--- config.mk ---
export PLATFORM = sky130hd
export DESIGN_NAME = qtoe_entry
export DESIGN_NICKNAME = d
export VERILOG_FILES = /design/src/design/qtoe_pkg.sv /design/src/design/qtoe_entry.sv
export SDC_FILE = /design/constraint.sdc
export NUM_CORES = 1
export LEC_CHECK = 0
export ABC_AREA = 1
export BUFFER_PORTS_ARGS = -buffer_cell sky130_fd_sc_hd__buf_4
export CORE_AREA = 3 3 226 228
export DETAILED_ROUTE_END_ITERATION = 10
export DIE_AREA = 0 0 229 231
export GPL_TIMING_DRIVEN = 0
export PLACE_DENSITY = 0.57
export SETUP_SLACK_MARGIN = 0.3
export SLEW_MARGIN = 20
export SYNTH_ARGS = -nofsm -noshare
export SYNTH_HDL_FRONTEND = slang
export SYNTH_SLANG_ARGS = --single-unit
export TNS_END_PERCENT = 5
--- constraint.sdc ---
create_clock -name aclk -period 9.7 [get_ports aclk]
set_input_delay 1.455 -clock aclk [delete_from_list [all_inputs] [get_ports aclk]]
set_output_delay 1.455 -clock aclk [all_outputs]
set_load 0.01 [all_outputs]
--- src/design/qtoe_pkg.sv ---
// shared types and constants for the quadtree tile-of-extent block
package qtoe_pkg;

    // field widths
    localparam int COORD_W   = 32;
    localparam int REL_W     = COORD_W + 1;
    localparam int SIDE_W    = 31;
    localparam int TILE_W    = 16;
    localparam int LVL_W     = 5;
    localparam int CFG_IDX_W = 2;
    localparam int S_DATA_W  = 4 * COORD_W;
    localparam int M_DATA_W  = 40;

    // default tree depth
    localparam int MAX_LEVEL_DEF = 16;

    // configuration register indexes
    typedef enum logic [CFG_IDX_W-1:0] {
        CFG_ORIGIN_X  = 2'd0,
        CFG_ORIGIN_Y  = 2'd1,
        CFG_BASE_SIDE = 2'd2
    } cfg_idx_t;

    // slots of the edge numerator bundle
    localparam int NUM_LO_X = 0;
    localparam int NUM_HI_X = 1;
    localparam int NUM_LO_Y = 2;
    localparam int NUM_HI_Y = 3;
    localparam int NUM_CNT  = 4;

    // box relative to the root origin plus the descent so far
    typedef struct packed {
        logic signed [REL_W-1:0] rel_min_x;
        logic signed [REL_W-1:0] rel_min_y;
        logic signed [REL_W-1:0] rel_max_x;
        logic signed [REL_W-1:0] rel_max_y;
        logic [TILE_W-1:0]       tile_x;
        logic [TILE_W-1:0]       tile_y;
        logic [LVL_W-1:0]        level;
        logic                    done;
    } item_t;

endpackage

--- src/design/qtoe_entry.sv ---
// entry stage: box made relative to the origin, root tile edges loaded
module qtoe_entry #(
    parameter int MAX_LEVEL = qtoe_pkg::MAX_LEVEL_DEF
) (
    input  logic                                 aclk,
    input  logic                                 aresetn,
    input  logic signed [qtoe_pkg::COORD_W-1:0]  origin_x,
    input  logic signed [qtoe_pkg::COORD_W-1:0]  origin_y,
    input  logic [qtoe_pkg::SIDE_W-1:0]          base_side,
    input  logic                                 in_valid,
    output logic                                 in_ready,
    input  logic signed [qtoe_pkg::COORD_W-1:0]  min_x,
    input  logic signed [qtoe_pkg::COORD_W-1:0]  min_y,
    input  logic signed [qtoe_pkg::COORD_W-1:0]  max_x,
    input  logic signed [qtoe_pkg::COORD_W-1:0]  max_y,
    output logic                                 out_valid,
    input  logic                                 out_ready,
    output qtoe_pkg::item_t                      out_item,
    output logic [qtoe_pkg::NUM_CNT-1:0][qtoe_pkg::SIDE_W+MAX_LEVEL-1:0] out_num
);
    import qtoe_pkg::*;

    localparam int NW = SIDE_W + MAX_LEVEL;

    logic                            valid_reg;
    item_t                           item_reg;
    item_t                           item_next;
    logic [NUM_CNT-1:0][NW-1:0]      num_reg;
    logic [NUM_CNT-1:0][NW-1:0]      num_next;
    logic [NW-1:0]                   root_hi;
    logic                            load;

    assign in_ready = !valid_reg || out_ready;
    assign load     = in_valid && in_ready;

    // root tile spans [0, side] scaled by 2^MAX_LEVEL
    assign root_hi = NW'(base_side) << MAX_LEVEL;

    // subtract the origin once so cells compare against plain offsets
    always_comb begin
        item_next.rel_min_x = REL_W'(min_x) - REL_W'(origin_x);
        item_next.rel_min_y = REL_W'(min_y) - REL_W'(origin_y);
        item_next.rel_max_x = REL_W'(max_x) - REL_W'(origin_x);
        item_next.rel_max_y = REL_W'(max_y) - REL_W'(origin_y);
        item_next.tile_x    = '0;
        item_next.tile_y    = '0;
        item_next.level     = '0;
        item_next.done      = 1'b0;
        num_next[NUM_LO_X]  = '0;
        num_next[NUM_HI_X]  = root_hi;
        num_next[NUM_LO_Y]  = '0;
        num_next[NUM_HI_Y]  = root_hi;
    end

    // stage valid
    always_ff @(posedge aclk) begin
        if (!aresetn) begin
            valid_reg <= 1'b0;
        end else if (in_ready) begin
            valid_reg <= in_valid;
        end
    end

    // stage payload
    always_ff @(posedge aclk) begin
        if (load) begin
            item_reg <= item_next;
            num_reg  <= num_next;
        end
    end

    assign out_valid = valid_reg;
    assign out_item  = item_reg;
    assign out_num   = num_reg;

endmodule

Word level (Yosys, flattened, before mapping)

Cells that the tools add are included.

Input port bits: 227
Word-level logic and storage cells: 13
Output and inout bits: 360
Bits in registers: 164

Add/subtract/negate cells: 4
Reduce and logical (&&, ||, !) cells: 3

Operator list:

| cell              | count |
|---|---|
| $sub 32x32->33    | 4 |
| $logic_and 1x1->1 | 1 |
| $logic_not 1->1   | 1 |
| $logic_or 1x1->1  | 1 |

Depth between registers and ports, before layout

Gate-level depths: netlist of run 1.

Word-level depth: 3
Depth in mapped cells: 14
Gate-level depth less buffers: 14

Worst setup path after synthesis of run 1

Ideal clock, no wire load.

Path type: input-to-reg
Start: input port in_valid
End: register item_reg (netlist bit out_item[100]), enable pin
Path buffers: 0
Data required time: 8.961 ns
Library setup time: 0.739 ns
Slack: -0.366 ns
Data arrival time: 9.327 ns
Cell stages on the path: 2
Path through: inv_1 -> a21oi_1

Cells in the longest elaborated chain, start to end: 1

Ends and longest elaborated chain:

| what                 | line             | text |
|---|---|---|
| from (decl)          | qtoe_entry.sv:10 | `input logic in_valid,` |
| $logic_and 1x1->1    | qtoe_entry.sv:34 | `assign load = in_valid && in_ready;` |
| net load             | qtoe_entry.sv:31 | `logic load;` |
| to (signal assigned) | qtoe_entry.sv:67 | `item_reg <= item_next;` |
| to (decl)            | qtoe_entry.sv:26 | `item_t item_reg;` |

The timed path passes the listed nets, and every way through them passes these cells.
A chain may end at the register's enable or synchronous reset.

Final worst setup path of run 1

Start: input port out_ready
End: output port in_ready

Cells in the longest elaborated chain, start to end: 1

Ends and longest elaborated chain:

| what             | line             | text |
|---|---|---|
| from (decl)      | qtoe_entry.sv:17 | `input logic out_ready,` |
| $logic_or 1x1->1 | qtoe_entry.sv:33 | `assign in_ready = !valid_reg \|\| out_ready;` |
| to (decl)        | qtoe_entry.sv:11 | `output logic in_ready,` |

Every way passes these cells.

==> metrics.txt, run 1 <==
cells after synthesis=2534; Achievable Freq=297 MHz; DR vias=16400; Fill cells=5258; Clock power frac=27.4%; Antenna Nets Post-Route=0; HPWL Detailed=51.6 mm; Leak Pwr=13.4 nW; clk_skew=0.0115 ns; # H-tree levels=4; Pint=1.72 mW; Crit Path Max Fanout=2; synthesized flop and latch total=164; max cap viols=0; final slew viol count=0; clock tree buffer depth=2; crit share post-route=34.7%; Initial Util=33.6%; worst reg2reg setup slack=7.92 ns; Final #Nets=3505; final RePlAce weighted congestion=0.973; clock buffer count from CTS=17; post-CTS sizing=0; die area=52900 µm²; Setup-failing EPs final=0; P_sw=0.967 mW; syn_area_per_cell=6.51 µm²; register share of total power=34.5%; DRT iter0 DRCs=946; worst hold slack=0.597 ns; share of post-route cells with drive strength above 1=22.2%; Post-Syn Area=16500 µm²; Setup crit start kind=input pin; Die W=229 µm; Worst setup EP type=output pin; Comb power frac=38.1%; VDD IR max=0.000131 V; CTS tree=yes; Vias/cell=4.29; Final Power=2.68 mW; row count=81; outcome=finished clean; DR DRC count=0; top cell type's share of synthesized area=29.7%; RSZ-0062 raised after global routing=no; I/O pin count=587; switching part of the total=36.1%; register area share after synthesis=29.8%; post-synth cell types=23; CTS clk-pin slew, worst paths=0.07 ns; drt total wl=58.7 mm; DRT Pass-1 Iters=7; post-layout min period=3.37 ns; first-pass GRT wire length=87.1 mm; CP Class=input pin to output pin; Power Dens Cells=122 nW/µm²; Required @ worst endpoint=8.25 ns; Synth area leaders=edfxtp_1 30%, nand2_1 22%, inv_1 13%; Post-CTS Setup Inserts=0; Synth area leader=edfxtp_1; core footprint=49100 µm²; I/O Buffers=422; largest net degree at the start of global routing=26; Final TNS setup=0 ns; warning count from the yosys run=0; Root Buffer=clkbuf_16; # hold bufs at CTS=0; post-DR wirelength/cell=15.3 µm; final hold vios=0; GRT Util Overall=21.5%; antenna violations before repair=4; Clock Sinks=164; latest clock arrival within the worst-skew pair=0.48 ns; min-delay worst type=flip-flop to flip-flop; die height=231 µm; critical path arrival=1.91 ns; Overflow after GRT=0; synthesis-to-finish area growth=33.2%; vias in the first global route=15900
==> power by group through the flow <==
stage	combinational, mW	clock, mW	sequential [mW]
3_3_place_gp	0.995	0	0.951
6_report	1.02	0.735	0.925
5_1_grt	1.13	0.786	0.933
4_1_cts	1.02	0.766	0.927
2_1_floorplan	0.569	0	0.977
3_5_place_dp	1.01	0	0.941
==> cells in the final DEF (no fill, tap or decap), drive strengths merged <==
cell type / count
a21boi: 1
nor3: 8
edfxtp: 163
and2: 8
ha: 128
xnor2: 9
a21oi: 83
xor2: 51
inv: 580
o21bai: 4
nand4: 16
a21o: 4
nor2: 166
conb: 164
fa: 4
nand3: 94
buf: 627
or2: 5
dfxtp: 1
diode: 4
clkinv: 5
nand2: 1018
bufinv: 2
clkbuf: 18
==> flip-flops by register name, summed over array words and instances (netlist names) <==
register and cells:
out_valid 1, out_num 31, out_item 132
==> final timing paths <==
| path | to | cells after the start | startpoint |
|---|---|---|---|
| worst min register to register | out_valid | 2 | out_valid |
| worst max register to register | out_item[162] | 5 | out_valid |
| worst max-delay path | in_ready | 4 | out_ready |
| worst min-delay path | out_valid | 2 | out_valid |
==> worst max-delay path, cell delays in order <==
cell,delay [ns]
buf_4,0.11
inv_1,0.11
nand2_1,0.08
buf_4,0.15
==> cells in the mapped netlist <==
library cell and instances:
a21oi_1 81, a21o_1 4, and2_1 8, nand2_1 986
xnor2_1 9, nand3_2 6, nand2_2 32, ha_1 128
or2_1 5, nand3_1 88, a21boi_0 1, xor2_1 51
nor3_1 8, a21oi_2 2, buf_4 197, conb_1 1
fa_1 4, inv_1 573, o21bai_1 4, nor2_1 166
nand4_1 16, edfxtp_1 163, dfxtp_1 1
==> kinds of logic after synthesis <==
logic type                 Yosys count  synth area share, %
adders and majority gates          132                 10.2
xor gates and xnor gates            60                 3.19
AOI/OAI and AO/OA                   92                 2.97
and+or+nand+nor                   1315                 31.8
buffers and inverters              770                 22.0
other                                1               0.0227
DFF                                164                 29.8
==> stage by stage <==
stage                     cell area, µm²  utilization [%]  setup slack [ns]  std cells
after global routing               22000             44.8              6.30       3827
after detailed placement           21300             43.5              6.28       3791
after CTS                          22000             44.8              6.34       3823
after global placement             21100             43.0             0.515       3783
final                              22000             44.8              6.33       3827
after floorplan                    17100                -              2.99       2697
==> metal layers <==
metal / share of wire, % / wire, µm / global-route usage, % / up-vias
li1: - / - / - / 8484
met1: 43 / 25300 / 26.3 / 7302
met2: 48 / 28000 / 37.5 / 547
met3: 6.4 / 3730 / 4.45 / 76
met4: 2.8 / 1660 / 7.92 / 0
met5: 0 / 0 / 0 / -
==> layout make-up <==
| cell class | count | area (µm²) | area share (%) |
|---|---|---|---|
| Sequential cell | 164 | 4910 | 22.4 |
| Clock inverter | 14 | 186 | 0.849 |
| Tap cell | 664 | 831 | 3.78 |
| Clock buffer | 18 | 439 | 2.00 |
| Multi-Input combinational cell | 1763 | 8570 | 39.0 |
| Antenna cell | 4 | 10.0 | 0.0456 |
| Inverter | 573 | 2150 | 9.79 |
| Buffer | 197 | 1480 | 6.73 |
| Timing Repair Buffer | 430 | 3390 | 15.4 |
Note: power is estimated with default switching activity, not from simulation.
==> inputs of run 2 (changes only) <==
--- a/config.mk
+++ b/config.mk
@@ -11,7 +11,7 @@
 export DETAILED_ROUTE_END_ITERATION = 10
 export DIE_AREA = 0 0 229 231
 export GPL_TIMING_DRIVEN = 0
-export PLACE_DENSITY = 0.57
+export PLACE_DENSITY = 0.55
 export SETUP_SLACK_MARGIN = 0.3
 export SLEW_MARGIN = 20
 export SYNTH_ARGS = -nofsm -noshare
==> constraint.sdc (replaced) <==
create_clock -name aclk -period 3.15 [get_ports aclk]
set_input_delay 0.4725 -clock aclk [delete_from_list [all_inputs] [get_ports aclk]]
set_output_delay 0.4725 -clock aclk [all_outputs]
set_load 0.01 [all_outputs]
==> run 2 against run 1 <==
Against the previous run: register-to-register slack lost 6.7 ns; clock-buffer cell count grew 1; final area shrank 0.27%; critical endpoint is now out_item[58]; via count grew 0.16%; critical path depth grew 9; sequential power grew to 3.1 times the previous value; first-iteration DRC count shrank 4.4%.
==> metrics.txt, run 2 (same netlist as run 1, synthesis figures left out) <==
Setup crit start kind=input pin; Antenna Nets Post-Route=0; first-pass GRT wire length=88.4 mm; Rel. slew slack=53.0%; Leak Pwr=13.3 nW; CP Class=input pin to flip-flop; global routing usage on met2=37.6%; Final #Nets=3505; most common cell after layout, fill and taps aside=nand2_1; final slew viol count=0; met1 usage=27.1%; Setup-failing EPs final=0; clock buffer count from CTS=17; most used cell, CP=nand2_1; CTS clk-pin slew, worst paths=0.07 ns; Buf/Inv on CP=2; Place WS=0.661 ns; post-CTS sizing=0; Clock Sinks=164; drt total wl=59.4 mm; Power Dens Cells=368 nW/µm²; post-DR wirelength/cell=15.5 µm; GRT Util Overall=22.0%; Crit path depth=13; DRT iter0 DRCs=904; DR vias=16400; outcome=finished clean; # H-tree levels=4; routing usage on met3=4.52%; antenna violations before repair=5; die height=231 µm; Required @ worst endpoint=3.38 ns; RSZ-0062 raised after global routing=no; Crit Path Max Fanout=3; Initial Util=33.6%; Post-CTS Setup Inserts=0; CTS tree=yes; vias in the first global route=15900; Worst Tran Pin Value=0.703 ns; Vias/cell=4.29; CP cell instances=buf_4 -> ha_1 -> fa_1 -> inv_1 -> nand2_1 -> nand2_1 -> nand3_1 -> nand2_2 -> nand2_1 -> nand2_2 -> nand2_1 -> nand3_1 -> nand2_1; hold path depth=1; post-layout min period=2.05 ns; number of flip-flops in the largest register=132; crit share post-route=65.0%; post-route core utilization=44.7%; I/O pin count=587; most frequent cells in the layout=986 x nand2_1, 619 x buf_4, 571 x inv_1, 166 x nor2_1, 164 x conb_1; max cap viols=0; core footprint=49100 µm²; final RePlAce weighted congestion=0.967; share of post-route cells with drive strength above 1=22.2%; busiest grt layer=met2; # hold bufs at CTS=0; largest net degree at the start of global routing=26; row count=81; HPWL Detailed=52.6 mm; VDD IR max=0.000451 V; final hold vios=0; clock tree buffer depth=2; Final Power=8.06 mW; CP delay by family, top=simple AND/OR/NAND/NOR gates; die area=52900 µm²; Worst R2R Path Depth=4; CP max-delay cell=fa_1; Worst setup EP type=flip-flop; Largest stage delay, worst path=0.42 ns; critical path arrival=2.28 ns; Achievable Freq=488 MHz; Final TNS setup=0 ns; DRT Pass-1 Iters=6; min-delay worst type=input pin to flip-flop; latest clock arrival within the worst-skew pair=0.48 ns; Overflow after GRT=0; Root Buffer=clkbuf_16; clk_skew=0.00883 ns; final worst slack=1.10 ns; synthesis-to-finish area growth=32.9%; DR DRC count=0; I/O Buffers=422; Die W=229 µm
==> run 2: changes by cell type in the layout (fill, tap and decap cells not counted), sizes merged <==
cell,change
clkinvlp,+3
bufinv,-2
clkbuf,+1
inv,-2
==> run 2: per-stage QoR <==
| stage | area, µm² | hold slack, ns | instances |
|---|---|---|---|
| final | 21900 | 0.155 | 3827 |
| after global routing | 21900 | 0.123 | 3826 |
| after CTS | 21900 | 0.111 | 3823 |
| after detailed placement | 21300 | 0.566 | 3791 |
| after global placement | 21100 | 0.549 | 3783 |
| after floorplan | 17100 | 0.571 | 2697 |
==> run 2: worst paths after layout <==
kind                 startpoint      endpoint  slack (ns)
hold / removal    base_side[13]  out_num[170]        0.15
setup reg to reg      out_valid  out_item[65]        1.26
hold reg to reg       out_valid     out_valid        0.56
setup / recovery    origin_y[0]  out_item[58]        1.10
==> run 2: routing by layer <==
metal | share of wire [%] | wire (µm)
met5 | 0.012 | 7
met4 | 3.3 | 1960
met3 | 6.1 | 3620
met2 | 47 | 28100
met1 | 43 | 25700
==> run 2: final cells by class <==
class / instances / area (µm²)
well taps: 664 / 831
inverters: 573 / 2160
clock inverters: 13 / 121
fillers: 5192 / 27100
plain buffers: 197 / 1480
flip-flops and latches: 164 / 4910
diodes: 4 / 10.0
repair buffers: 430 / 3390
multi-input cells: 1763 / 8570
clock buffers: 19 / 433
==> run 2: power by group <==
part	switching, mW	internal, mW	total (mW)
sequential	0.106	2.75	2.85
combinational	1.85	1.31	3.16
clock	1.02	1.03	2.05
