===== src/design/qtoe_pkg.sv =====
// shared types and constants for the quadtree tile-of-extent block
package qtoe_pkg;

    // field widths
    localparam int COORD_W   = 32;
    localparam int REL_W     = COORD_W + 1;
    localparam int SIDE_W    = 31;
    localparam int TILE_W    = 16;
    localparam int LVL_W     = 5;
    localparam int CFG_IDX_W = 2;
    localparam int S_DATA_W  = 4 * COORD_W;
    localparam int M_DATA_W  = 40;

    // default tree depth
    localparam int MAX_LEVEL_DEF = 16;

    // configuration register indexes
    typedef enum logic [CFG_IDX_W-1:0] {
        CFG_ORIGIN_X  = 2'd0,
        CFG_ORIGIN_Y  = 2'd1,
        CFG_BASE_SIDE = 2'd2
    } cfg_idx_t;

    // slots of the edge numerator bundle
    localparam int NUM_LO_X = 0;
    localparam int NUM_HI_X = 1;
    localparam int NUM_LO_Y = 2;
    localparam int NUM_HI_Y = 3;
    localparam int NUM_CNT  = 4;

    // box relative to the root origin plus the descent so far
    typedef struct packed {
        logic signed [REL_W-1:0] rel_min_x;
        logic signed [REL_W-1:0] rel_min_y;
        logic signed [REL_W-1:0] rel_max_x;
        logic signed [REL_W-1:0] rel_max_y;
        logic [TILE_W-1:0]       tile_x;
        logic [TILE_W-1:0]       tile_y;
        logic [LVL_W-1:0]        level;
        logic                    done;
    } item_t;

endpackage


===== src/design/qtoe_cell.sv =====
// one descent cell: picks the first child of the current tile that holds the box
module qtoe_cell #(
    parameter int MAX_LEVEL = qtoe_pkg::MAX_LEVEL_DEF,
    parameter int LEVEL     = 0
) (
    input  logic                                 aclk,
    input  logic                                 aresetn,
    input  logic [qtoe_pkg::SIDE_W-1:0]          base_side,
    input  logic                                 in_valid,
    output logic                                 in_ready,
    input  qtoe_pkg::item_t                      in_item,
    input  logic [qtoe_pkg::NUM_CNT-1:0][qtoe_pkg::SIDE_W+MAX_LEVEL-1:0] in_num,
    output logic                                 out_valid,
    input  logic                                 out_ready,
    output qtoe_pkg::item_t                      out_item,
    output logic [qtoe_pkg::NUM_CNT-1:0][qtoe_pkg::SIDE_W+MAX_LEVEL-1:0] out_num
);
    import qtoe_pkg::*;

    localparam int NW = SIDE_W + MAX_LEVEL;
    // child side in numerator units
    localparam int SH = MAX_LEVEL - LEVEL - 1;

    logic                         valid_reg;
    item_t                        item_reg;
    item_t                        item_next;
    logic [NUM_CNT-1:0][NW-1:0]   num_reg;
    logic [NUM_CNT-1:0][NW-1:0]   num_next;
    logic [NW-1:0]                half;
    logic [NW-1:0]                mid_x;
    logic [NW-1:0]                mid_y;
    logic signed [REL_W-1:0]      lo_x_off;
    logic signed [REL_W-1:0]      hi_x_off;
    logic signed [REL_W-1:0]      mid_x_off;
    logic signed [REL_W-1:0]      lo_y_off;
    logic signed [REL_W-1:0]      hi_y_off;
    logic signed [REL_W-1:0]      mid_y_off;
    logic                         x_lo_ok;
    logic                         x_hi_ok;
    logic                         y_lo_ok;
    logic                         y_hi_ok;
    logic                         found;
    logic                         pick_hi_x;
    logic                         pick_hi_y;
    logic                         load;

    assign in_ready = !valid_reg || out_ready;
    assign load     = in_valid && in_ready;

    // middle edges of the current tile
    assign half  = NW'(base_side) << SH;
    assign mid_x = in_num[NUM_LO_X] + half;
    assign mid_y = in_num[NUM_LO_Y] + half;

    // integer part of each edge numerator, as a signed offset
    assign lo_x_off  = $signed({2'b00, in_num[NUM_LO_X][NW-1:MAX_LEVEL]});
    assign hi_x_off  = $signed({2'b00, in_num[NUM_HI_X][NW-1:MAX_LEVEL]});
    assign mid_x_off = $signed({2'b00, mid_x[NW-1:MAX_LEVEL]});
    assign lo_y_off  = $signed({2'b00, in_num[NUM_LO_Y][NW-1:MAX_LEVEL]});
    assign hi_y_off  = $signed({2'b00, in_num[NUM_HI_Y][NW-1:MAX_LEVEL]});
    assign mid_y_off = $signed({2'b00, mid_y[NW-1:MAX_LEVEL]});

    // per-axis containment in the lower and upper half, edges inclusive
    assign x_lo_ok = (in_item.rel_min_x >= lo_x_off) && (in_item.rel_max_x <= mid_x_off);
    assign x_hi_ok = (in_item.rel_min_x >= mid_x_off) && (in_item.rel_max_x <= hi_x_off);
    assign y_lo_ok = (in_item.rel_min_y >= lo_y_off) && (in_item.rel_max_y <= mid_y_off);
    assign y_hi_ok = (in_item.rel_min_y >= mid_y_off) && (in_item.rel_max_y <= hi_y_off);

    // child order: low/low, high/low, low/high, high/high
    always_comb begin
        found     = 1'b1;
        pick_hi_x = 1'b0;
        pick_hi_y = 1'b0;
        if (x_lo_ok && y_lo_ok) begin
            pick_hi_x = 1'b0;
            pick_hi_y = 1'b0;
        end else if (x_hi_ok && y_lo_ok) begin
            pick_hi_x = 1'b1;
            pick_hi_y = 1'b0;
        end else if (x_lo_ok && y_hi_ok) begin
            pick_hi_x = 1'b0;
            pick_hi_y = 1'b1;
        end else if (x_hi_ok && y_hi_ok) begin
            pick_hi_x = 1'b1;
            pick_hi_y = 1'b1;
        end else begin
            found = 1'b0;
        end
    end

    // descend into the chosen child, or freeze once stopped
    always_comb begin
        item_next = in_item;
        num_next  = in_num;
        if (!in_item.done) begin
            if (found) begin
                item_next.tile_x = {in_item.tile_x[TILE_W-2:0], pick_hi_x};
                item_next.tile_y = {in_item.tile_y[TILE_W-2:0], pick_hi_y};
                item_next.level  = in_item.level + LVL_W'(1);
                if (pick_hi_x) begin
                    num_next[NUM_LO_X] = mid_x;
                end else begin
                    num_next[NUM_HI_X] = mid_x;
                end
                if (pick_hi_y) begin
                    num_next[NUM_LO_Y] = mid_y;
                end else begin
                    num_next[NUM_HI_Y] = mid_y;
                end
            end else begin
                item_next.done = 1'b1;
            end
        end
    end

    // stage valid
    always_ff @(posedge aclk) begin
        if (!aresetn) begin
            valid_reg <= 1'b0;
        end else if (in_ready) begin
            valid_reg <= in_valid;
        end
    end

    // stage payload
    always_ff @(posedge aclk) begin
        if (load) begin
            item_reg <= item_next;
            num_reg  <= num_next;
        end
    end

    assign out_valid = valid_reg;
    assign out_item  = item_reg;
    assign out_num   = num_reg;

endmodule


===== config.mk =====
export PLATFORM = sky130hd
export DESIGN_NAME = qtoe_cell
export DESIGN_NICKNAME = d
export VERILOG_FILES = /design/src/design/qtoe_pkg.sv /design/src/design/qtoe_cell.sv
export SDC_FILE = /design/constraint.sdc
export NUM_CORES = 1
export LEC_CHECK = 0
export ABC_AREA = 1
export BUFFER_PORTS_ARGS = -buffer_cell sky130_fd_sc_hd__buf_4
export CORE_AREA = 2 2 296 298
export CTS_CLUSTER_SIZE = 8
export DETAILED_ROUTE_END_ITERATION = 12
export DIE_AREA = 0 0 298 300
export PLACE_DENSITY = 0.51
export SYNTH_ARGS = -nofsm -noshare
export SYNTH_HDL_FRONTEND = slang
export SYNTH_SLANG_ARGS = --single-unit

===== constraint.sdc =====
create_clock -name aclk -period 22.3 [get_ports aclk]
set_input_delay 0 -clock aclk [delete_from_list [all_inputs] [get_ports aclk]]
set_output_delay 0 -clock aclk [all_outputs]
set_load 0.02 [all_outputs]

# Word-level counts from Yosys, hierarchy flattened
# Index checks and enable logic that the tools add are counted.
# W data, S select, Z words.
# op_classes
add_sub_neg	3
magnitude_cmp	8
n_mux	18
reduce_logical	11
# op_table
cell	count
$mux W188	2
$mux W47	4
$ge A33 B32 Y1	4
$le A33 B32 Y1	4
$add A47 B46 Y47	2
$mux W38	1
$mux W37	1
$mux W1	10
$logic_and A1 B1 Y1	9
$add A5 B1 Y5 const B	1
$logic_not A1 Y1	1
$logic_or A1 B1 Y1	1
# word_totals
register_bits	359
input_bits	393
output_inout_bits	360
wordCells	53

# Logic depth before layout (Yosys ltp)
# Gate-level depths: netlist of the first run.
# logic_depth
word_depth	11
mapped_depth	38
ltp_nobuf	37

# Worst setup path after synthesis of the first run
# No wires, ideal clock.
# synth_path
path_kind	reg-to-reg
from	reg valid_reg, in the netlist out_valid
to	reg item_reg (netlist bit out_item[0]), enable pin
setup_time_ns	1.199
arrival_time_ns	17.576
t_required_ns	21.101
setup_slack_ns	3.525
stages_incl_launch_ff	2
path_buffers	0
period_less_slack_ns	18.775
path_cell_list	dfxtp_1 a21oi_1
# synth_via
elab_chain_len	3
# synth_rtl
element	line_no	source
from (decl)	qtoe_cell.sv:24	logic valid_reg;
from (signal assigned)	qtoe_cell.sv:121	valid_reg <= in_valid;
$logic_not A1 Y1	qtoe_cell.sv:47	assign in_ready = !valid_reg || out_ready;
$logic_or A1 B1 Y1	qtoe_cell.sv:47	
$logic_and A1 B1 Y1	qtoe_cell.sv:48	assign load = in_valid && in_ready;
net load	qtoe_cell.sv:45	logic load;
to (signal assigned)	qtoe_cell.sv:128	item_reg <= item_next;
to (decl)	qtoe_cell.sv:25	item_t item_reg;
# The timed path passes the listed nets, and every way through them passes these cells.
# A chain may end at the register's enable or synchronous reset.

==> flow_summary.json, run 1 <==
{
  "status": "finished, final reports clean",
  "grt_pass1_vias": 22165,
  "sequentialPowerShare": 0.370,
  "maxCapViolCount": 0,
  "async_reset_ff_frac": 0,
  "finalMaxSlewViolations": 0,
  "rr_startpoint": "out_valid$_SDFFE_PN0N_",
  "hold_path.class": "input port to register",
  "dp_hpwl_um": 79600,
  "drtPass1Iterations": 5,
  "cts_num_sinks": 359,
  "fmax_mhz": 138,
  "leakage_uw": 0.0162,
  "routed_via_density": 4.61,
  "port_buffers": 752,
  "yosys_warnings": 0,
  "synthFlopType": "edfxtp_1",
  "cts_buffer_depth": 3,
  "nNetsFinal": 4209,
  "slowest_delay_ns": 0.58,
  "grt_pass1_wl_um": 142000,
  "max-slew-margin-rel": 0.234,
  "skew_ns": 0.0186,
  "fill_cells": 8549,
  "cts_root_buf": "clkbuf_16",
  "wl_met2_um": 49700,
  "tns_ns": 0,
  "r2r_cells": 4,
  "hold_depth": 6,
  "required_ns": 22.65,
  "setup_viol": 0,
  "synth_top_area_share": 0.474,
  "wl_met1_um": 39100,
  "cp_max_fo": 38,
  "drtIter0Drc": 1412,
  "synth_nets": 3055,
  "period_minus_slack_ns": 7.27,
  "criticalPathCategory": "input port to register",
  "clkPwrFrac": 0.323,
  "critical_path.reg2reg.endpoint": "out_num[93]$_DFFE_PP_",
  "grt_max_degree": 154,
  "htreeDepth": 2,
  "hold_viol_final": 0,
  "cts-buffers-inserted": 52,
  "ys_ff_latch": 359,
  "vias": 21581,
  "place_ws_ns": 15.27,
  "finalWorstSetupSlack_ns": 15.03,
  "pwr-share-comb": 0.306,
  "ant_nets": 0,
  "cellPowerDensity_nw_per_um2": 63.3,
  "cp.arrival_ns": 7.62,
  "clk_pin_slew_ns": 0.06,
  "area_growth_pct": 53.2,
  "min_from": "base_side[25]",
  "layout-drive-gt1-share": 0.242,
  "synth.area.top_cells": "edfxtp_1 47%, ha_1 17%, nand2_1 8.9%",
  "multiInputGateArea_um2": 10500,
  "tightest_slew_ns": 1.15,
  "pin_count": 753,
  "post-route-period-util": 0.326,
  "p_sw_uw": 713,
  "syn-cell-area_um2": 22700,
  "cts_tree": "built",
  "synth_top_area_cell": "edfxtp_1",
  "grt_setup_unrepaired": "no",
  "antenna_found_initial": 10,
  "syn-mean-instance-area_um2": 9.63,
  "p_int_uw": 1490,
  "final_common_cell": "buf_4",
  "min_to": "out_num[181]$_DFFE_PP_",
  "clk-insertion-delay-late_ns": 0.61,
  "die_x_um": 298,
  "place_congestion": 0.881,
  "synth_edf_count": 358,
  "ys_types": 52,
  "final_cell_mix": "760 x buf_4, 540 x nand2_1, 384 x dlygate4sd3_1, 358 x edfxtp_1, 306 x ha_1",
  "top_layer": "met4",
  "netlist_instances": 2354,
  "cpMostUsedCell": "nand2_1",
  "track_usage": 0.214,
  "post_cts_resized": 0,
  "slowest_stage": "dlygate4sd3_1",
  "critPathLaunchType": "input port",
  "grt.overflow.total": 0,
  "drcViolationCount": 0,
  "power_switching_share": 0.324,
  "coreArea_um2": 86200,
  "regToRegSetupSlack_ns": 18.73,
  "critPathCaptureType": "register",
  "routed-wl-met3_um": 5960,
  "hold-worst-slack_ns": 0.107,
  "wirelength_um": 98700,
  "dieArea_um2": 89400,
  "ir_drop_uv": 59.5,
  "routedWlPerCell_um": 21.1,
  "post_cts_buffers": 0,
  "regArea_um2": 10800,
  "floorplan.initialDensity": 0.263,
  "synth_seq_area_share": 0.475,
  "rows": 108,
  "die_h_um": 300
}
-- power by group through the flow --
stage | Combinational (uW) | Sequential, uW | Clock (uW)
finish | 674 | 815 | 711
global route | 745 | 818 | 754
CTS | 680 | 814 | 731
detailed placement | 618 | 827 | 0
global placement | 614 | 826 | 0
floorplan | 285 | 908 | 0
-- stage by stage --
| step | cells | instance area (um^2) | total power (uW) | util |
|---|---|---|---|---|
| finish | 4677 | 34700 | 2200 | 0.403 |
| global route | 4675 | 34700 | 2320 | 0.403 |
| CTS | 4673 | 34700 | 2230 | 0.403 |
| detailed placement | 4225 | 29500 | 1440 | 0.342 |
| global placement | 4225 | 29500 | 1440 | 0.342 |
| floorplan | 2354 | 22700 | 1190 | - |
-- logic make-up after synthesis --
logic type                 share of synthesized area
and+or+nand+nor                                0.162
AOI/OAI and AO/OA                              0.107
DFF                                            0.475
buffers and inverters                         0.0637
adders and majority gates                      0.171
xor gates and xnor gates                      0.0216
-- synth_stat cells, types with 6 or more instances --
cell type and count:
nand4_1 52, o21bai_1 12, nor2_1 93, nand3_1 93, buf_4 8, a211oi_1 10, xnor2_1 21, edfxtp_1 358
buf_6 17, nand3b_1 7, o21ai_0 113, nand2_1 540, xor2_1 35, a21oi_1 180, o21a_1 15, buf_2 14
ha_1 306, nor4_1 16, nand2_2 11, inv_1 285, a21o_1 7, o21ai_1 72, nor3_1 28, o211ai_1 6
a31oi_1 8
-- state kept, by name, indices dropped and copies added, names as in the netlist --
register	cells
out_item	170
out_num	188
out_valid	1
-- layer usage --
layer | global-route usage | up-vias
li1 | - | 10564
met1 | 0.251 | 10061
met2 | 0.386 | 798
met3 | 0.0408 | 158
met4 | 0.0822 | 0
met5 | 0 | -
-- area by class of cell --
type,count,share of cell area
Sequential cell,359,0.310
Clock inverter,7,0.00187
Tap cell,1155,0.0416
Multi-Input combinational cell,1663,0.302
Timing Repair Buffer,1145,0.275
Antenna cell,4,0.000288
Inverter,287,0.0310
Clock buffer,57,0.0380
-- timing repair --
action,CTS,global route
endpoints found under the hold margin,358,0
endpoints found under the setup margin,0,0
hold buffers,384,0
-- critical path, delay by kind of cell --
family | cells | cell delay (ns)
buffers and inverters | 6 | 1.82
AO/OA/AOI/OAI | 5 | 0.92
AND/OR/NAND/NOR | 18 | 3.48
XOR/XNOR | 1 | 0.39
adder cells (fa/ha/maj) | 3 | 0.94
-- worst max-delay path by stage --
| stage | endpoint | startpoint |
|---|---|---|
| 2_1_floorplan | out_item[0]$_SDFFCE_PP1P_ | out_valid$_SDFFE_PN0N_ |
| 5_1_grt | out_item[23]$_DFFE_PP_ | in_num[15] |
| 6_report | out_item[23]$_DFFE_PP_ | in_num[15] |
| 3_5_place_dp | out_num[170]$_DFFE_PP_ | in_num[15] |
| 4_1_cts | out_item[23]$_DFFE_PP_ | in_num[15] |
| 3_3_place_gp | out_num[170]$_DFFE_PP_ | in_num[15] |
Note: power is estimated with default switching activity, not from simulation.
==> inputs of run 2 (changes only) <==
==> config.mk (replaced) <==
export PLATFORM = sky130hd
export DESIGN_NAME = qtoe_cell
export DESIGN_NICKNAME = d
export VERILOG_FILES = /design/src/design/qtoe_pkg.sv /design/src/design/qtoe_cell.sv
export SDC_FILE = /design/constraint.sdc
export NUM_CORES = 1
export LEC_CHECK = 0
export ABC_AREA = 0
export BUFFER_PORTS_ARGS = -buffer_cell sky130_fd_sc_hd__buf_4
export CORE_AREA = 2 2 294 296
export CTS_CLUSTER_SIZE = 8
export DETAILED_ROUTE_END_ITERATION = 12
export DIE_AREA = 0 0 296 298
export PLACE_DENSITY = 0.53
export SYNTH_ARGS = -nofsm -noshare
export SYNTH_HDL_FRONTEND = slang
export SYNTH_SLANG_ARGS = --single-unit
==> constraint.sdc (replaced) <==
create_clock -name aclk -period 6.4 [get_ports aclk]
set_input_delay 0 -clock aclk [delete_from_list [all_inputs] [get_ports aclk]]
set_output_delay 0 -clock aclk [all_outputs]
set_load 0.02 [all_outputs]
==> run 2 against run 1 <==
  * The run now ends with hold timing left
  * Largest power group unchanged
  * Worst hold slack got worse by 0.38 ns
  * Synthesized cell count down 15%
  * Sequential share of layout area down 0.073 points
  * Via count is 7.4% lower
  * Global-route usage is 1.3 points lower
  * Count of clock-buffer cells in the layout increased by 9
  * Power rose to 3.4 times the previous value
  * Synthesized area decreased by 1.8%
  * Cell count decreased by 7.2%
  * Die area is 1.3% lower
==> flow_summary.json, run 2 <==
{
  "ant_nets": 0,
  "synth_nets": 2695,
  "die_x_um": 296,
  "hold_depth": 2,
  "critPathCaptureType": "register",
  "wirelength_um": 92700,
  "grt_pass1_wl_um": 132000,
  "grt_pass1_vias": 20616,
  "area_growth_pct": 56.4,
  "finalMaxSlewViolations": 0,
  "cp_max_fo": 20,
  "final_cell_mix": "792 x buf_4, 361 x dlygate4sd3_1, 358 x edfxtp_1, 306 x ha_1, 209 x inv_1",
  "vias": 19989,
  "skew_ns": 0.0185,
  "drtIter0Drc": 859,
  "place_area_um2": 29700,
  "violations": "hold timing",
  "hold_viol_final": 1,
  "period_minus_slack_ns": 6.05,
  "cts-buffers-inserted": 51,
  "dieArea_um2": 88200,
  "ir_drop_uv": 190,
  "final_area_um2": 34800,
  "dp_hpwl_um": 74000,
  "synth_top_family_by_area": "adder cells",
  "place_congestion": 0.841,
  "cellPowerDensity_nw_per_um2": 217,
  "async_reset_ff_frac": 0,
  "maxCapViolCount": 0,
  "utilization": 0.410,
  "criticalPathCategory": "input port to register",
  "post-route-period-util": 0.945,
  "yosys_warnings": 0,
  "required_ns": 6.72,
  "synth_edf_count": 358,
  "track_usage": 0.202,
  "cp.arrival_ns": 6.37,
  "clk_pin_slew_ns": 0.05,
  "synth.area.mux_share": 0.0426,
  "hold_path.class": "input port to register",
  "nNetsFinal": 3877,
  "tightest_slew_ns": 1.03,
  "synth_seq_area_share": 0.484,
  "cts_tree": "built",
  "syn-cell-area_um2": 22300,
  "synth_top_area_share": 0.483,
  "clk-insertion-delay-late_ns": 0.58,
  "cts_buffer_depth": 3,
  "synth_top_area_cell": "edfxtp_1",
  "floorplan.initialDensity": 0.262,
  "status": "complete, but fails checks",
  "cts_num_sinks": 359,
  "coreArea_um2": 84900,
  "r2r_cells": 4,
  "place_ws_ns": -0.116,
  "grt_setup_unrepaired": "no",
  "largest_reg_flops": 188,
  "ys_ff_latch": 359,
  "synth-xor-area-share": 0.0234,
  "antenna_found_initial": 10,
  "synth-simple-area-share": 0.0941,
  "synth.area.top_cells": "edfxtp_1 48%, ha_1 17%, inv_1 3.5%",
  "setup_viol": 0,
  "port_buffers": 752,
  "fmax_mhz": 165,
  "ys_types": 79,
  "rows": 107,
  "die_h_um": 298,
  "final_common_cell": "buf_4",
  "synthFlopType": "edfxtp_1",
  "synth-compound-area-share": 0.139,
  "drtPass1Iterations": 5,
  "hold-worst-slack_ns": -0.269,
  "leakage_uw": 0.0158,
  "yosysMostFrequentCell": "edfxtp_1",
  "pin_count": 753,
  "grt.overflow.total": 0,
  "max-slew-margin-rel": 0.312,
  "drcViolationCount": 0,
  "synth_fa_ha_area_frac": 0.174,
  "layout-drive-gt1-share": 0.284,
  "htreeDepth": 2,
  "routed_via_density": 4.60,
  "netlist_instances": 1994,
  "cts_root_buf": "clkbuf_16",
  "finalWorstSetupSlack_ns": 0.351,
  "critPathLaunchType": "input port",
  "ys_top_cells_by_count": "358 x edfxtp_1, 306 x ha_1, 209 x inv_1, 183 x nand2_1, 126 x o21ai_0",
  "syn-mean-instance-area_um2": 11.2,
  "routedWlPerCell_um": 21.3,
  "grt_max_degree": 135
}
==> run 2: cell count changes in the layout (fill, tap and decap cells not counted), sizes merged, moves of 15 or more <==
cell,change
a21oi,-64
nand3,-65
xor2,-20
mux2,+82
a21o,+68
buf,+42
nand2b,+15
a211oi,+15
inv,-79
xnor2,+21
nor2b,+28
nand2,-371
dlygate4sd3,-23
==> run 2: path summary, 6_finish.rpt <==
kind                                        startpoint                     end  slack, ns
worst max-delay path                       in_num[117]   out_num[62]$_DFFE_PP_       0.35
worst min-delay path                        in_num[15]   out_num[15]$_DFFE_PP_      -0.27
worst max register to register  out_valid$_SDFFE_PN0N_  out_item[69]$_DFFE_PP_       3.99
worst min register to register  out_valid$_SDFFE_PN0N_  out_item[10]$_DFFE_PP_       1.13
==> run 2: area by class of cell <==
cell class	instances	area [um^2]
sequential	359	10800
inverter	209	785
fill	8161	50100
timing repair buffer	1165	9800
antenna	6	15.0
clock inverter	2	16.3
clock buffer	66	1330
tap	1144	1430
multi-input combinational	1390	10700
==> run 2: logic make-up after synthesis <==
logic type,Yosys count
buf+inv,245
mux,83
xor+xnor,58
flops,359
compound gates,491
fa+ha+maj,309
simple gates,449
==> run 2: per-layer routing <==
layer	track usage	wire (um)
met2	0.360	46600
met4	0.0687	2780
met5	0	0
met1	0.241	37800
met3	0.0392	5410
==> run 2: repair_timing <==
action	CTS	global route
setup buffers	0	3
endpoints found under the setup margin	0	123
hold endpoints to repair	358	2
resized for setup	0	21
hold buffers	360	1
==> run 2: report_power, final <==
group          switching, uW  internal [uW]  leakage, uW
logic                   1290           1010       0.0117
registers               48.4           2790      0.00347
clock network            996           1420     0.000651
==> run 2: critical path, stage by stage <==
cell and delay (ns):
dlygate4sd3_1 0.55, buf_4 0.15, ha_1 0.38, a21oi_1 0.30
o22ai_2 0.16, a41oi_1 0.33, o31ai_4 0.15, a221oi_1 0.27
buf_4 0.18, o31ai_1 0.10, nand2b_1 0.16, a21oi_1 0.20
o21ai_0 0.18, xnor2_1 0.30, ha_1 0.30, nand4_1 0.09
nor3_1 0.08, nand3_1 0.10, nor3_1 0.05, mux2_4 0.28
a221oi_2 0.31, a211oi_4 0.07, buf_4 0.20, o21ai_4 0.31
buf_12 0.23, mux2_1 0.35, dlygate4sd3_1 0.56
==> run 2: through the flow <==
step / TNS [ns] / total power (uW) / instances
floorplan: 0 / 4030 / 1994
global placement: 0 / 4960 / 3902
detailed placement: -5.36 / 4970 / 3902
CTS: 0 / 7620 / 4330
global route: 0 / 7930 / 4340
finish: 0 / 7550 / 4341
==> inputs of run 3 (changes only) <==
--- a/config.mk
+++ b/config.mk
@@ -7,11 +7,13 @@
 export LEC_CHECK = 0
 export ABC_AREA = 0
 export BUFFER_PORTS_ARGS = -buffer_cell sky130_fd_sc_hd__buf_4
-export CORE_AREA = 2 2 294 296
+export CELL_PAD_IN_SITES_DETAIL_PLACEMENT = 0
+export CELL_PAD_IN_SITES_GLOBAL_PLACEMENT = 1
+export CORE_AREA = 2 2 292 294
 export CTS_CLUSTER_SIZE = 8
 export DETAILED_ROUTE_END_ITERATION = 12
-export DIE_AREA = 0 0 296 298
-export PLACE_DENSITY = 0.53
+export DIE_AREA = 0 0 294 296
+export PLACE_DENSITY = 0.65
 export SYNTH_ARGS = -nofsm -noshare
 export SYNTH_HDL_FRONTEND = slang
 export SYNTH_SLANG_ARGS = --single-unit
==> run 3 against run 2 <==
  * The run still ends with hold timing left
  * Combinational power increased by 2%
  * Count of clock-buffer cells in the layout decreased by 6
  * Sequential cell count unchanged
  * Via count increased by 2.2%
  * Maximum frequency decreased by 1.1%
  * Worst setup slack got worse by 0.065 ns
  * Highest routed layer unchanged
  * Critical path type unchanged
  * Die area decreased by 1.3%
  * Power increased by 1.6%
  * Clock power increased by 3%
==> flow_summary.json, run 3 (same netlist as run 2, synthesis figures left out) <==
{
  "die_x_um": 294,
  "required_ns": 6.72,
  "drcViolationCount": 0,
  "antenna_found_initial": 6,
  "cts-buffers-inserted": 52,
  "crit_chain": "dlygate4sd3_1, buf_4, ha_1, a21o_1, a21o_1, a21oi_1, nor2_1, a211oi_1, buf_4, a211oi_1, o22ai_1, o21ai_0, a21o_1, xnor2_1, ha_1, a2111oi_0, nand3_1, a31oi_1, o311a_4, buf_4, o21ai_4, clkbuf_16, mux2_1, dlygate4sd3_1",
  "cpLargestDelayFamily": "compound AO/OA/AOI/OAI gates",
  "die_h_um": 296,
  "grt.overflow.total": 0,
  "cts_tree": "built",
  "drtPass1Iterations": 5,
  "grt_setup_unrepaired": "no",
  "critical_path.reg2reg.endpoint": "out_item[160]$_DFFE_PP_",
  "cp_max_fo": 19,
  "critPathCapture": "out_num[62]$_DFFE_PP_",
  "cp.arrival_ns": 6.44,
  "ir_drop_uv": 199,
  "hold-worst-slack_ns": -0.274,
  "cts_buffer_depth": 3,
  "skew_ns": 0.0189,
  "grt_pass1_wl_um": 135000,
  "hold_viol_final": 1,
  "grt_pass1_vias": 21424,
  "fmax_mhz": 164,
  "routed_via_density": 4.76,
  "final_common_cell": "buf_4",
  "criticalPathCategory": "input port to register",
  "cts_num_sinks": 359,
  "finalWorstSetupSlack_ns": 0.286,
  "grt_max_degree": 154,
  "violations": "hold timing",
  "status": "complete, but fails checks",
  "port_buffers": 752,
  "crit_buf_inv": 6,
  "final_cell_mix": "797 x buf_4, 362 x dlygate4sd3_1, 358 x edfxtp_1, 306 x ha_1, 209 x inv_1",
  "leakage_uw": 0.0159,
  "finalMaxSlewViolations": 0,
  "max-slew-margin-rel": 0.274,
  "slowest_delay_ns": 0.58,
  "dp_hpwl_um": 74800,
  "hold_path.class": "input port to register",
  "coreArea_um2": 84200,
  "worstSetupPathDepth": 24,
  "rows": 107,
  "r2r_cells": 3,
  "track_usage": 0.207,
  "vias": 20438,
  "rr_startpoint": "out_valid$_SDFFE_PN0N_",
  "post-route-period-util": 0.955,
  "pin_count": 753,
  "drtIter0Drc": 900,
  "ant_nets": 0,
  "area_growth_pct": 56.1,
  "routedWlPerCell_um": 22.3,
  "critPathLaunchType": "input port",
  "clk-insertion-delay-late_ns": 0.60,
  "layout-drive-gt1-share": 0.284,
  "nNetsFinal": 3882,
  "regToRegSetupSlack_ns": 3.98,
  "clk_pin_slew_ns": 0.05,
  "slowest_stage": "a2111oi_0",
  "setup_viol": 0,
  "cp-startpoint": "in_num[31]",
  "critPathCaptureType": "register",
  "maxCapViolCount": 0,
  "place_congestion": 0.863,
  "floorplan.initialDensity": 0.264,
  "tightest_slew_ns": 1.09,
  "dieArea_um2": 87000,
  "cellPowerDensity_nw_per_um2": 221,
  "period_minus_slack_ns": 6.11,
  "cts_root_buf": "clkbuf_16",
  "wirelength_um": 95800,
  "largest_reg_flops": 188,
  "place_ws_ns": -0.383,
  "htreeDepth": 2
}
==> run 3: cell count changes in the layout (fill, tap and decap cells not counted), moves of 3 or more <==
cell	delta
buf_12	-5
buf_4	+5
clkbuf_1	-7
clkinv_2	+3
==> run 3: metal layers <==
layer | wire length, um | track usage
met4 | 3160 | 0.0707
met5 | 0 | 0
met3 | 4890 | 0.0356
met2 | 48800 | 0.380
met1 | 39000 | 0.244
==> run 3: power breakdown <==
group	switching [uW]	total (uW)	internal [uW]
Sequential	48.5	2840	2790
Clock	1050	2500	1450
Combinational	1320	2330	1020
Total	2410	7670	5260
==> run 3: layout make-up <==
class                   instances  area, um^2
clock buffers                  60        1330
well taps                    1090        1360
repair buffers               1168        9770
diodes                          6        15.0
fillers                      8038       49500
inverters                     209         785
flip-flops and latches        359       10800
clock inverters                 8        72.6
multi-input cells            1391       10600
==> run 3: worst min-delay path by stage <==
| stage | depth (start not counted) | to | from |
|---|---|---|---|
| 2_1_floorplan | 0 | out_item[100]$_DFFE_PP_ | in_item[100] |
| 3_3_place_gp | 1 | out_num[94]$_DFFE_PP_ | in_num[94] |
| 3_5_place_dp | 1 | out_num[94]$_DFFE_PP_ | in_num[94] |
| 4_1_cts | 2 | out_num[15]$_DFFE_PP_ | in_num[15] |
| 5_1_grt | 2 | out_num[15]$_DFFE_PP_ | in_num[15] |
| 6_report | 2 | out_num[15]$_DFFE_PP_ | in_num[15] |
==> run 3: metrics by stage <==
stage,util,instances,total power [uW],area [um^2],TNS [ns]
floorplan,-,1994,4030,22300,0
global route,0.413,4290,8050,34800,0
CTS,0.411,4279,7730,34600,0
detailed placement,0.351,3850,5010,29600,-15.01
finish,0.413,4291,7670,34800,0
global placement,0.351,3850,4980,29600,-4.29
==> run 3: what timing repair did <==
item | in CTS | in global routing
gates resized for setup | 0 | 16
endpoints found under the setup margin | 0 | 22
setup buffers | 0 | 2
hold endpoints to repair | 357 | 2
hold buffers | 361 | 1
